## src/rtl/hsv2rgb_pkg.sv

```systemverilog
// ----------------------------------------------------------------------------
// HSV to RGB converter package
// Shared request, response and pipeline stage types, and the fixed constants
// of the six-sector conversion.
// ----------------------------------------------------------------------------
package hsv2rgb_pkg;

   // Input limits.
   localparam logic [8:0] HUE_TURN   = 9'd360;
   localparam logic [6:0] PCT_FULL   = 7'd100;

   // Sector boundaries in degrees.
   localparam logic [8:0] SECTOR_DEG = 9'd60;
   localparam logic [8:0] HUE_BASE_1 = 9'd60;
   localparam logic [8:0] HUE_BASE_2 = 9'd120;
   localparam logic [8:0] HUE_BASE_3 = 9'd180;
   localparam logic [8:0] HUE_BASE_4 = 9'd240;
   localparam logic [8:0] HUE_BASE_5 = 9'd300;

   // Sector codes.
   localparam logic [2:0] SEC_R_TO_Y = 3'd0;
   localparam logic [2:0] SEC_Y_TO_G = 3'd1;
   localparam logic [2:0] SEC_G_TO_C = 3'd2;
   localparam logic [2:0] SEC_C_TO_B = 3'd3;
   localparam logic [2:0] SEC_B_TO_M = 3'd4;
   localparam logic [2:0] SEC_M_TO_R = 3'd5;

   // Colour numerators are held over 600000 = 6000 * 100.
   localparam logic [12:0] NUM_UNIT   = 13'd6000;
   localparam logic [5:0]  FRAC_FULL  = 6'd60;

   // floor(255 * n / 600000) = floor(floor(17 * n / 64) / 625).
   // The division by 625 is a multiply by ceil(2^27 / 625) and a shift,
   // which is exact for every dividend below 2^18.
   localparam int          PRE_SHIFT   = 6;
   localparam logic [17:0] RECIP_MULT  = 18'd214749;
   localparam int          RECIP_SHIFT = 27;

   typedef struct packed {
      logic [8:0] hue_deg;
      logic [6:0] sat_pct;
      logic [6:0] val_pct;
   } req_type;

   typedef struct packed {
      logic [7:0] red;
      logic [7:0] green;
      logic [7:0] blue;
   } rsp_type;

   // After decode: sector, fraction in degrees and clamped percentages.
   typedef struct packed {
      logic       valid;
      logic [2:0] sector;
      logic [5:0] frac;
      logic [6:0] sat;
      logic [6:0] val;
   } dec_stage_type;

   // Colour numerators over the common denominator 600000.
   typedef struct packed {
      logic        valid;
      logic [2:0]  sector;
      logic [19:0] vn;
      logic [19:0] pn;
      logic [19:0] qn;
      logic [19:0] tn;
   } num_stage_type;

endpackage

```

## src/rtl/hsv2rgb_decode.sv

```systemverilog
// ----------------------------------------------------------------------------
// HSV to RGB hue decode
// Folds the hue into one turn, clamps saturation and value, and splits the
// hue into a sector and an offset within the sector. One register stage.
// ----------------------------------------------------------------------------
module hsv2rgb_decode (
   input  logic                       clock,
   input  logic                       reset,
   input  logic                       in_valid,
   input  hsv2rgb_pkg::req_type       in_data,
   output hsv2rgb_pkg::dec_stage_type out_stage
);

   hsv2rgb_pkg::dec_stage_type stage_ff;
   hsv2rgb_pkg::dec_stage_type stage_in;
   logic [8:0] hue;
   logic [8:0] base;
   logic [8:0] offset;

   always_comb begin
      hue = in_data.hue_deg;
      if (in_data.hue_deg >= hsv2rgb_pkg::HUE_TURN) begin
         hue = in_data.hue_deg - hsv2rgb_pkg::HUE_TURN;
      end

      if (hue >= hsv2rgb_pkg::HUE_BASE_5) begin
         stage_in.sector = hsv2rgb_pkg::SEC_M_TO_R;
         base            = hsv2rgb_pkg::HUE_BASE_5;
      end else if (hue >= hsv2rgb_pkg::HUE_BASE_4) begin
         stage_in.sector = hsv2rgb_pkg::SEC_B_TO_M;
         base            = hsv2rgb_pkg::HUE_BASE_4;
      end else if (hue >= hsv2rgb_pkg::HUE_BASE_3) begin
         stage_in.sector = hsv2rgb_pkg::SEC_C_TO_B;
         base            = hsv2rgb_pkg::HUE_BASE_3;
      end else if (hue >= hsv2rgb_pkg::HUE_BASE_2) begin
         stage_in.sector = hsv2rgb_pkg::SEC_G_TO_C;
         base            = hsv2rgb_pkg::HUE_BASE_2;
      end else if (hue >= hsv2rgb_pkg::HUE_BASE_1) begin
         stage_in.sector = hsv2rgb_pkg::SEC_Y_TO_G;
         base            = hsv2rgb_pkg::HUE_BASE_1;
      end else begin
         stage_in.sector = hsv2rgb_pkg::SEC_R_TO_Y;
         base            = 9'd0;
      end

      // The offset is always below 60, so six bits hold it.
      offset         = hue - base;
      stage_in.frac  = offset[5:0];
      stage_in.valid = in_valid;
      stage_in.sat   = (in_data.sat_pct > hsv2rgb_pkg::PCT_FULL) ?
                       hsv2rgb_pkg::PCT_FULL : in_data.sat_pct;
      stage_in.val   = (in_data.val_pct > hsv2rgb_pkg::PCT_FULL) ?
                       hsv2rgb_pkg::PCT_FULL : in_data.val_pct;
   end

   always_ff @(posedge clock) begin
      stage_ff <= stage_in;
      if (reset) begin
         stage_ff.valid <= 1'b0;
      end
   end

   assign out_stage = stage_ff;

endmodule

```

## src/rtl/hsv2rgb_mix.sv

```systemverilog
// ----------------------------------------------------------------------------
// HSV to RGB numerator stages
// Forms the p, q and t terms over the common denominator 600000: first the
// saturation products, then the products with value. Two register stages.
// ----------------------------------------------------------------------------
module hsv2rgb_mix (
   input  logic                       clock,
   input  logic                       reset,
   input  hsv2rgb_pkg::dec_stage_type in_stage,
   output hsv2rgb_pkg::num_stage_type out_stage
);

   // First stage: terms that depend on saturation only.
   logic        sat_valid_ff;
   logic [2:0]  sat_sector_ff;
   logic [6:0]  sat_val_ff;
   logic [12:0] sat_a_ff;
   logic [12:0] sat_b_ff;
   logic [12:0] sat_c_ff;
   logic [12:0] sat_a_in;
   logic [12:0] sat_b_in;
   logic [12:0] sat_c_in;
   logic [5:0]  frac_rest;
   logic [6:0]  sat_rest;

   hsv2rgb_pkg::num_stage_type num_ff;
   hsv2rgb_pkg::num_stage_type num_in;

   always_comb begin
      frac_rest = hsv2rgb_pkg::FRAC_FULL - in_stage.frac;
      sat_rest  = hsv2rgb_pkg::PCT_FULL - in_stage.sat;
      // 6000 - f*s, 6000 - (60-f)*s and 60*(100-s), all within 0..6000.
      sat_a_in  = hsv2rgb_pkg::NUM_UNIT - {7'd0, in_stage.frac} * {6'd0, in_stage.sat};
      sat_b_in  = hsv2rgb_pkg::NUM_UNIT - {7'd0, frac_rest} * {6'd0, in_stage.sat};
      sat_c_in  = {7'd0, hsv2rgb_pkg::FRAC_FULL} * {6'd0, sat_rest};
   end

   always_ff @(posedge clock) begin
      sat_sector_ff <= in_stage.sector;
      sat_val_ff    <= in_stage.val;
      sat_a_ff      <= sat_a_in;
      sat_b_ff      <= sat_b_in;
      sat_c_ff      <= sat_c_in;
      if (reset) begin
         sat_valid_ff <= 1'b0;
      end else begin
         sat_valid_ff <= in_stage.valid;
      end
   end

   // Second stage: scale every term by value.
   always_comb begin
      num_in.valid  = sat_valid_ff;
      num_in.sector = sat_sector_ff;
      num_in.vn     = {13'd0, sat_val_ff} * {7'd0, hsv2rgb_pkg::NUM_UNIT};
      num_in.pn     = {13'd0, sat_val_ff} * {7'd0, sat_c_ff};
      num_in.qn     = {13'd0, sat_val_ff} * {7'd0, sat_a_ff};
      num_in.tn     = {13'd0, sat_val_ff} * {7'd0, sat_b_ff};
   end

   always_ff @(posedge clock) begin
      num_ff <= num_in;
      if (reset) begin
         num_ff.valid <= 1'b0;
      end
   end

   assign out_stage = num_ff;

endmodule

```

## src/rtl/hsv2rgb_scale.sv

```systemverilog
// ----------------------------------------------------------------------------
// HSV to RGB channel scaling
// Routes the numerators to the channels by sector and takes
// floor(255 * n / 600000) for each. Two register stages.
// ----------------------------------------------------------------------------
module hsv2rgb_scale (
   input  logic                       clock,
   input  logic                       reset,
   input  hsv2rgb_pkg::num_stage_type in_stage,
   output logic                       out_valid,
   output hsv2rgb_pkg::rsp_type       out_data
);

   localparam int LANES = 3;

   logic [19:0] num  [LANES];
   logic [23:0] wide [LANES];
   logic [17:0] part_in [LANES];
   logic [17:0] part_ff [LANES];
   logic        part_valid_ff;
   logic [35:0] prod [LANES];
   logic [7:0]  chan [LANES];

   hsv2rgb_pkg::rsp_type rsp_ff;
   hsv2rgb_pkg::rsp_type rsp_in;
   logic                 rsp_valid_ff;

   always_comb begin
      case (in_stage.sector)
         hsv2rgb_pkg::SEC_R_TO_Y: begin
            num[0] = in_stage.vn; num[1] = in_stage.tn; num[2] = in_stage.pn;
         end
         hsv2rgb_pkg::SEC_Y_TO_G: begin
            num[0] = in_stage.qn; num[1] = in_stage.vn; num[2] = in_stage.pn;
         end
         hsv2rgb_pkg::SEC_G_TO_C: begin
            num[0] = in_stage.pn; num[1] = in_stage.vn; num[2] = in_stage.tn;
         end
         hsv2rgb_pkg::SEC_C_TO_B: begin
            num[0] = in_stage.pn; num[1] = in_stage.qn; num[2] = in_stage.vn;
         end
         hsv2rgb_pkg::SEC_B_TO_M: begin
            num[0] = in_stage.tn; num[1] = in_stage.pn; num[2] = in_stage.vn;
         end
         default: begin
            num[0] = in_stage.vn; num[1] = in_stage.pn; num[2] = in_stage.qn;
         end
      endcase

      for (int i = 0; i < LANES; i++) begin
         // 17 * n by shift and add, then the power-of-two part of 40000.
         wide[i]    = {num[i], 4'd0} + {4'd0, num[i]};
         part_in[i] = wide[i][23:hsv2rgb_pkg::PRE_SHIFT];
      end
   end

   always_ff @(posedge clock) begin
      part_ff <= part_in;
      if (reset) begin
         part_valid_ff <= 1'b0;
      end else begin
         part_valid_ff <= in_stage.valid;
      end
   end

   always_comb begin
      for (int i = 0; i < LANES; i++) begin
         prod[i] = {18'd0, part_ff[i]} * {18'd0, hsv2rgb_pkg::RECIP_MULT};
         chan[i] = prod[i][hsv2rgb_pkg::RECIP_SHIFT +: 8];
      end
      rsp_in.red   = chan[0];
      rsp_in.green = chan[1];
      rsp_in.blue  = chan[2];
   end

   always_ff @(posedge clock) begin
      rsp_ff <= rsp_in;
      if (reset) begin
         rsp_valid_ff <= 1'b0;
      end else begin
         rsp_valid_ff <= part_valid_ff;
      end
   end

   assign out_valid = rsp_valid_ff;
   assign out_data  = rsp_ff;

endmodule

```

## src/rtl/hsv_to_rgb_converter.sv

```systemverilog
// ----------------------------------------------------------------------------
// HSV to RGB converter
// A request taken at a clock edge passes all the stage registers below, then
// shows its result on rsp_data, with rsp_strobe high, for one cycle.
// Throughput: one request per clock; busy is never raised.
// Reset clears only the stage valid bits, so no strobe follows reset.
// ----------------------------------------------------------------------------
//
// The conversion is the usual six-sector HSV scheme, done in exact integer
// arithmetic. The hue is folded into one turn, saturation and value are
// clamped to one hundred per cent, and the hue is split into a sector and an
// offset in degrees. With all terms held as numerators over 600000, the
// value, p, q and t terms are formed from two rows of small multipliers, one
// for saturation and one for value. Each channel then takes
// floor(255 * n / 600000), done as a multiply by seventeen, a shift and a
// reciprocal multiply for the division by 625.
//
// Pipeline:
//   stage 1  hue fold, sector split, clamping      (hsv2rgb_decode)
//   stage 2  saturation products                   (hsv2rgb_mix)
//   stage 3  value products                        (hsv2rgb_mix)
//   stage 4  sector routing, times 17, shift       (hsv2rgb_scale)
//   stage 5  reciprocal multiply, result register  (hsv2rgb_scale)
//
// Every stage carries a valid bit alongside its data. Since the receiver
// takes every result in the cycle it appears, no stage ever holds, and a new
// request may be started in every cycle.
module hsv_to_rgb_converter (
   input  logic                 clock,
   input  logic                 reset,
   input  logic                 start,
   output logic                 busy,
   input  hsv2rgb_pkg::req_type req_data,
   output logic                 rsp_strobe,
   output hsv2rgb_pkg::rsp_type rsp_data
);

   hsv2rgb_pkg::dec_stage_type dec_stage;
   hsv2rgb_pkg::num_stage_type num_stage;

   // The pipeline never stalls, so a request is taken whenever start is high.
   assign busy = 1'b0;

   hsv2rgb_decode u_decode (
      .clock     (clock),
      .reset     (reset),
      .in_valid  (start),
      .in_data   (req_data),
      .out_stage (dec_stage)
   );

   hsv2rgb_mix u_mix (
      .clock     (clock),
      .reset     (reset),
      .in_stage  (dec_stage),
      .out_stage (num_stage)
   );

   hsv2rgb_scale u_scale (
      .clock     (clock),
      .reset     (reset),
      .in_stage  (num_stage),
      .out_valid (rsp_strobe),
      .out_data  (rsp_data)
   );

endmodule

```

## config.mk

```make
export PLATFORM = sky130hd
export DESIGN_NAME = hsv_to_rgb_converter
export DESIGN_NICKNAME = d
export VERILOG_FILES = /design/src/rtl/hsv2rgb_pkg.sv /design/src/rtl/hsv2rgb_decode.sv /design/src/rtl/hsv2rgb_mix.sv /design/src/rtl/hsv2rgb_scale.sv /design/src/rtl/hsv_to_rgb_converter.sv
export SDC_FILE = /design/constraint.sdc
export NUM_CORES = 2
export LEC_CHECK = 0
export BUFFER_PORTS_ARGS = -buffer_cell sky130_fd_sc_hd__buf_4
export CORE_MARGIN = 4
export CORE_UTILIZATION = 30
export DETAILED_ROUTE_END_ITERATION = 8
export PLACE_DENSITY = 0.45
export SLEW_MARGIN = 40
export SYNTH_ARGS = -nofsm -noshare
export SYNTH_HDL_FRONTEND = slang
export SYNTH_SLANG_ARGS = --single-unit
```

## constraint.sdc

```tcl
create_clock -name clock -period 7.4 [get_ports clock]
set_input_delay 0.74 -clock clock [delete_from_list [all_inputs] [get_ports clock]]
set_output_delay 0.74 -clock clock [all_outputs]
set_load 0.01 [all_outputs]
```

==> out/qor_table.md <==
| Step | Result | Value |
|---|---|---|
| floorplanning | Floorplan die width | 369 um |
| clock tree | Number of buffers on the longest clock path | 3 |
| worst setup path | Maximum fanout count along the critical path | 7 |
| worst setup path | Worst EP arrival | 6680 ps |
| finish | Final net count | 5,570 |
| synthesis | Syn_nets | 5,550 |
| finish | Proportion of layout cells with a drive suffix above 1 | 0.0410 |
| synthesis | Syn_area_per_cell | 9.24 um2 |
| timing | Endpoints failing hold | 0 |
| timing | Final count of pins violating max slew | 0 |
| floorplanning | Number of top-level pins | 52 |
| synthesis | Number of enable-type register cells in the synthesized netlist | 0 |
| timing | Worst hold slack after final layout | 276 ps |
| worst setup path | Type of element capturing the critical path | register |
| routing | Routed via count | 26.3k |
| routing | Count of antenna-violating nets left after detailed routing | 0 |
| timing | Final setup violation count | 0 |
| global route | Largest net degree at the start of global routing | 63 |
| finish | Filler cell count in the final layout | 13.7k |
| clock tree | CTS H-tree lvls | 2 |
| routing | # DRC | 0 |
| placement | Count of buffers from port buffering | 50 |
| routing | Number of violations reported at the end of detailed-routing iteration 0 | 880 |
| run | Count of max-cap constraint violations | 0 |
| synthesis | FFs w/ async S/R, synth | 0 |
| clock tree | Number of buffers inserted during clock tree synthesis | 34 |
| floorplanning | Cell Rows | 132 |
| global route | First-pass GRT wire length | 155,000 um |
| finish | Antenna diode count | 0 |
| worst setup path | CP Class | reg -> reg |
| timing | Clock Skew | 29.9 ps |
| synthesis | Post-synthesis sequential area ratio | 0.117 |
| worst setup path | Internal reg-to-reg setup slack | 1210 ps |
| synthesis | Yosys warns | 0 |
| synthesis | Synth unique cells | 83 |
| timing | Fmax | 162 MHz |
| worst setup path | Req. time, crit path | 7900 ps |
| clock tree | CTS tree | yes |
| global route | Residual overflow from global routing | 0 |
| placement | DP Wirelength | 81,100 um |
| synthesis | Instance count of the mapped netlist | 4,229 |
| routing | Vias/cell | 4.36 |
| floorplanning | Core Footprint | 129,000 um2 |
| synthesis | Cell area after synthesis | 39,100 um2 |
| placement | Last weighted congestion value of the routability-driven placer | 0.856 |
| global route | Via count of the first global-routing pass | 28.1k |
| run status | Run status | completed |
| clock tree | Setup repair bufs after CTS | 0 |
| routing | Number of iterations in the first detailed-routing pass | 5 |
| synthesis | Post-synth top flop | sky130_fd_sc_hd__dfxtp_1 |
| clock tree | Number of buffers added to fix hold violations after cts | 0 |
| synthesis | Synthesis-stage register bit count | 228 |
| clock tree | Root Buffer Master | sky130_fd_sc_hd__clkbuf_16 |
| clock tree | Clock-pin slew of the registers on the worst-case setup and hold paths | 60 ps |
| timing | Fraction of the cycle the final worst path needs | 0.836 |
| clock tree | CTS-repair resized insts | 0 |
| hold path | Worst hold path type | in -> reg |
| floorplanning | Die Height | 369 um |
| timing | Post-layout minimum cycle time | 6190 ps |
| routing | WL per Instance | 15.6 um |
| clock tree | Number of sinks driven by the clock tree | 228 |
| timing | Setup TNS Final | 0 ps |
| worst setup path | Critical path launch point type | register |
| timing | Max-slew headroom | 0.412 |
| global route | Total GRT Usage | 0.143 |
| timing | Actual transition at the worst max-transition pin | 881 ps |
| clock tree | Latest clock arrival within the worst-skew pair | 570 ps |
| global route | Initial antenna violation count | 0 |
| routing | Total wire length | 94,000 um |
| floorplanning | Area of the die | 136,000 um2 |
| floorplanning | Initial standard-cell utilization of the core | 0.302 |
| timing | Unrepaired setup endpoints after global routing | no |
| finish | Area growth, synth to finish | 8.92% |
## metrics by stage
| step | setup slack (ps) | area [um2] | cells | util |
|---|---|---|---|---|
| after global routing | 716 | 42500 | 6015 | 0.329 |
| after detailed placement | 1140 | 41400 | 5955 | 0.320 |
| after floorplan | 1730 | 39100 | 4229 | - |
| after global placement | 1180 | 41400 | 5955 | 0.320 |
| final | 1210 | 42500 | 6015 | 0.329 |
| after CTS | 1120 | 42500 | 6015 | 0.329 |
## logic make-up (layout without fill, tap and decap cells)
kind of cell,after synthesis,count (layout),synth area share
simple gates,772,772,0.0984
buf+inv,1211,1255,0.117
xor+xnor,183,183,0.0410
compound gates,474,474,0.0800
mux,65,65,0.0171
flops,228,228,0.117
other cells,1,1,0.0000960
fa+ha+maj,1295,1295,0.529
## cells in the final DEF, fill, tap and decap left out, types with 34 or more instances in the layout
| cell type | count |
|---|---|
| sky130_fd_sc_hd__nand2_1 | 226 |
| sky130_fd_sc_hd__and2_1 | 180 |
| sky130_fd_sc_hd__a21oi_1 | 164 |
| sky130_fd_sc_hd__dfxtp_1 | 221 |
| sky130_fd_sc_hd__a21o_1 | 49 |
| sky130_fd_sc_hd__fa_1 | 596 |
| sky130_fd_sc_hd__buf_4 | 69 |
| sky130_fd_sc_hd__nor2_1 | 167 |
| sky130_fd_sc_hd__clkbuf_16 | 34 |
| sky130_fd_sc_hd__o21ai_0 | 71 |
| sky130_fd_sc_hd__mux2i_1 | 50 |
| sky130_fd_sc_hd__inv_1 | 1126 |
| sky130_fd_sc_hd__xnor2_1 | 125 |
| sky130_fd_sc_hd__ha_1 | 699 |
| sky130_fd_sc_hd__nor2b_1 | 35 |
| sky130_fd_sc_hd__xor2_1 | 58 |
## critical path, stage by stage, from the launching register on
cell	delay [ps]
sky130_fd_sc_hd__dfxtp_1	550
sky130_fd_sc_hd__ha_1	270
sky130_fd_sc_hd__xor2_1	410
sky130_fd_sc_hd__ha_1	230
sky130_fd_sc_hd__nor2_1	60
sky130_fd_sc_hd__fa_1	550
sky130_fd_sc_hd__inv_1	70
sky130_fd_sc_hd__fa_1	450
sky130_fd_sc_hd__fa_1	490
sky130_fd_sc_hd__inv_1	50
sky130_fd_sc_hd__fa_1	470
sky130_fd_sc_hd__inv_1	40
sky130_fd_sc_hd__ha_1	250
sky130_fd_sc_hd__and2_1	170
sky130_fd_sc_hd__a221oi_1	330
sky130_fd_sc_hd__o211ai_1	140
sky130_fd_sc_hd__a211o_1	330
sky130_fd_sc_hd__a31oi_2	320
sky130_fd_sc_hd__o21ai_1	180
sky130_fd_sc_hd__or4_1	440
sky130_fd_sc_hd__a31oi_1	210
sky130_fd_sc_hd__xnor2_1	130
## area by class of cell
cell class | count | area [um2] | share of cell area
Timing Repair Buffer | 69 | 518 | 0.0122
Clock inverter | 16 | 186 | 0.00438
Sequential cell | 228 | 4580 | 0.108
Clock buffer | 44 | 928 | 0.0218
Inverter | 1126 | 4230 | 0.0994
Multi-Input combinational cell | 2790 | 29900 | 0.703
Tap cell | 1742 | 2180 | 0.0512
## routing by layer
metal | share of wire | global-route usage | up-vias
met1 | 0.47 | 0.190 | 12700
met3 | 0.025 | 0.0157 | 96
met2 | 0.47 | 0.244 | 241
met4 | 0.030 | 0.0427 | 0
li1 | - | - | 13200
met5 | 0 | 0 | -
## sequential cells by signal (all words and copies together), names as in the netlist
| signal | count |
|---|---|
| u_decode.out_stage | 24 |
| u_mix.out_stage | 77 |
| u_mix.sat_a_ff | 13 |
| u_mix.sat_b_ff | 12 |
| u_mix.sat_c_ff | 11 |
| u_mix.sat_sector_ff | 3 |
| u_mix.sat_val_ff | 7 |
| u_mix.sat_valid_ff | 1 |
| u_scale.out_data | 24 |
| u_scale.out_valid | 1 |
| u_scale.part_ff | 54 |
| u_scale.part_valid_ff | 1 |
## synthesized netlist by cell type (9+ instances only)
cell                       count  share of area
sky130_fd_sc_hd__inv_1      1126           0.11
sky130_fd_sc_hd__ha_1        699           0.22
sky130_fd_sc_hd__fa_1        596           0.31
sky130_fd_sc_hd__dfxtp_1     228           0.12
sky130_fd_sc_hd__nand2_1     226          0.022
sky130_fd_sc_hd__and2_1      181          0.029
sky130_fd_sc_hd__nor2_1      168          0.016
sky130_fd_sc_hd__a21oi_1     164          0.021
sky130_fd_sc_hd__xnor2_1     125          0.028
sky130_fd_sc_hd__o21ai_0      75         0.0096
sky130_fd_sc_hd__clkbuf_1     65         0.0062
sky130_fd_sc_hd__xor2_1       58          0.013
sky130_fd_sc_hd__mux2i_1      50          0.013
sky130_fd_sc_hd__a21o_1       49         0.0094
sky130_fd_sc_hd__nor2b_1      35         0.0056
sky130_fd_sc_hd__nor3_1       33         0.0042
sky130_fd_sc_hd__nand3_1      29         0.0037
sky130_fd_sc_hd__o21bai_1     27         0.0052
sky130_fd_sc_hd__a221o_1      20         0.0051
sky130_fd_sc_hd__a22oi_1      19         0.0037
sky130_fd_sc_hd__nor3b_1      18         0.0035
sky130_fd_sc_hd__nand2b_1     16         0.0026
sky130_fd_sc_hd__mux2_2       15         0.0043
sky130_fd_sc_hd__o21a_1       15         0.0029
sky130_fd_sc_hd__and3_1       14         0.0022
sky130_fd_sc_hd__a211oi_1     12         0.0023
sky130_fd_sc_hd__a31oi_1      12         0.0019
sky130_fd_sc_hd__buf_1        11         0.0011
sky130_fd_sc_hd__nand4_1      11         0.0018
sky130_fd_sc_hd__or3_1        10         0.0016
sky130_fd_sc_hd__o21ai_1       9         0.0012
## path summary, 6_finish.rpt
kind	cells after the start	endpoint	from
max	21	u_scale.out_data[23]$_DFF_P_	u_scale.part_ff[36]$_DFF_P_
max reg2reg	21	u_scale.out_data[23]$_DFF_P_	u_scale.part_ff[36]$_DFF_P_
min reg2reg	0	u_mix.sat_val_ff[0]$_DFF_P_	u_decode.out_stage[0]$_SDFF_PN0_
min	1	u_decode.out_stage[13]$_SDFF_PN1_	req_data[13]
Power is not shown: default switching activity piles up to over one toggle a cycle in this logic, so the estimate is an artifact.
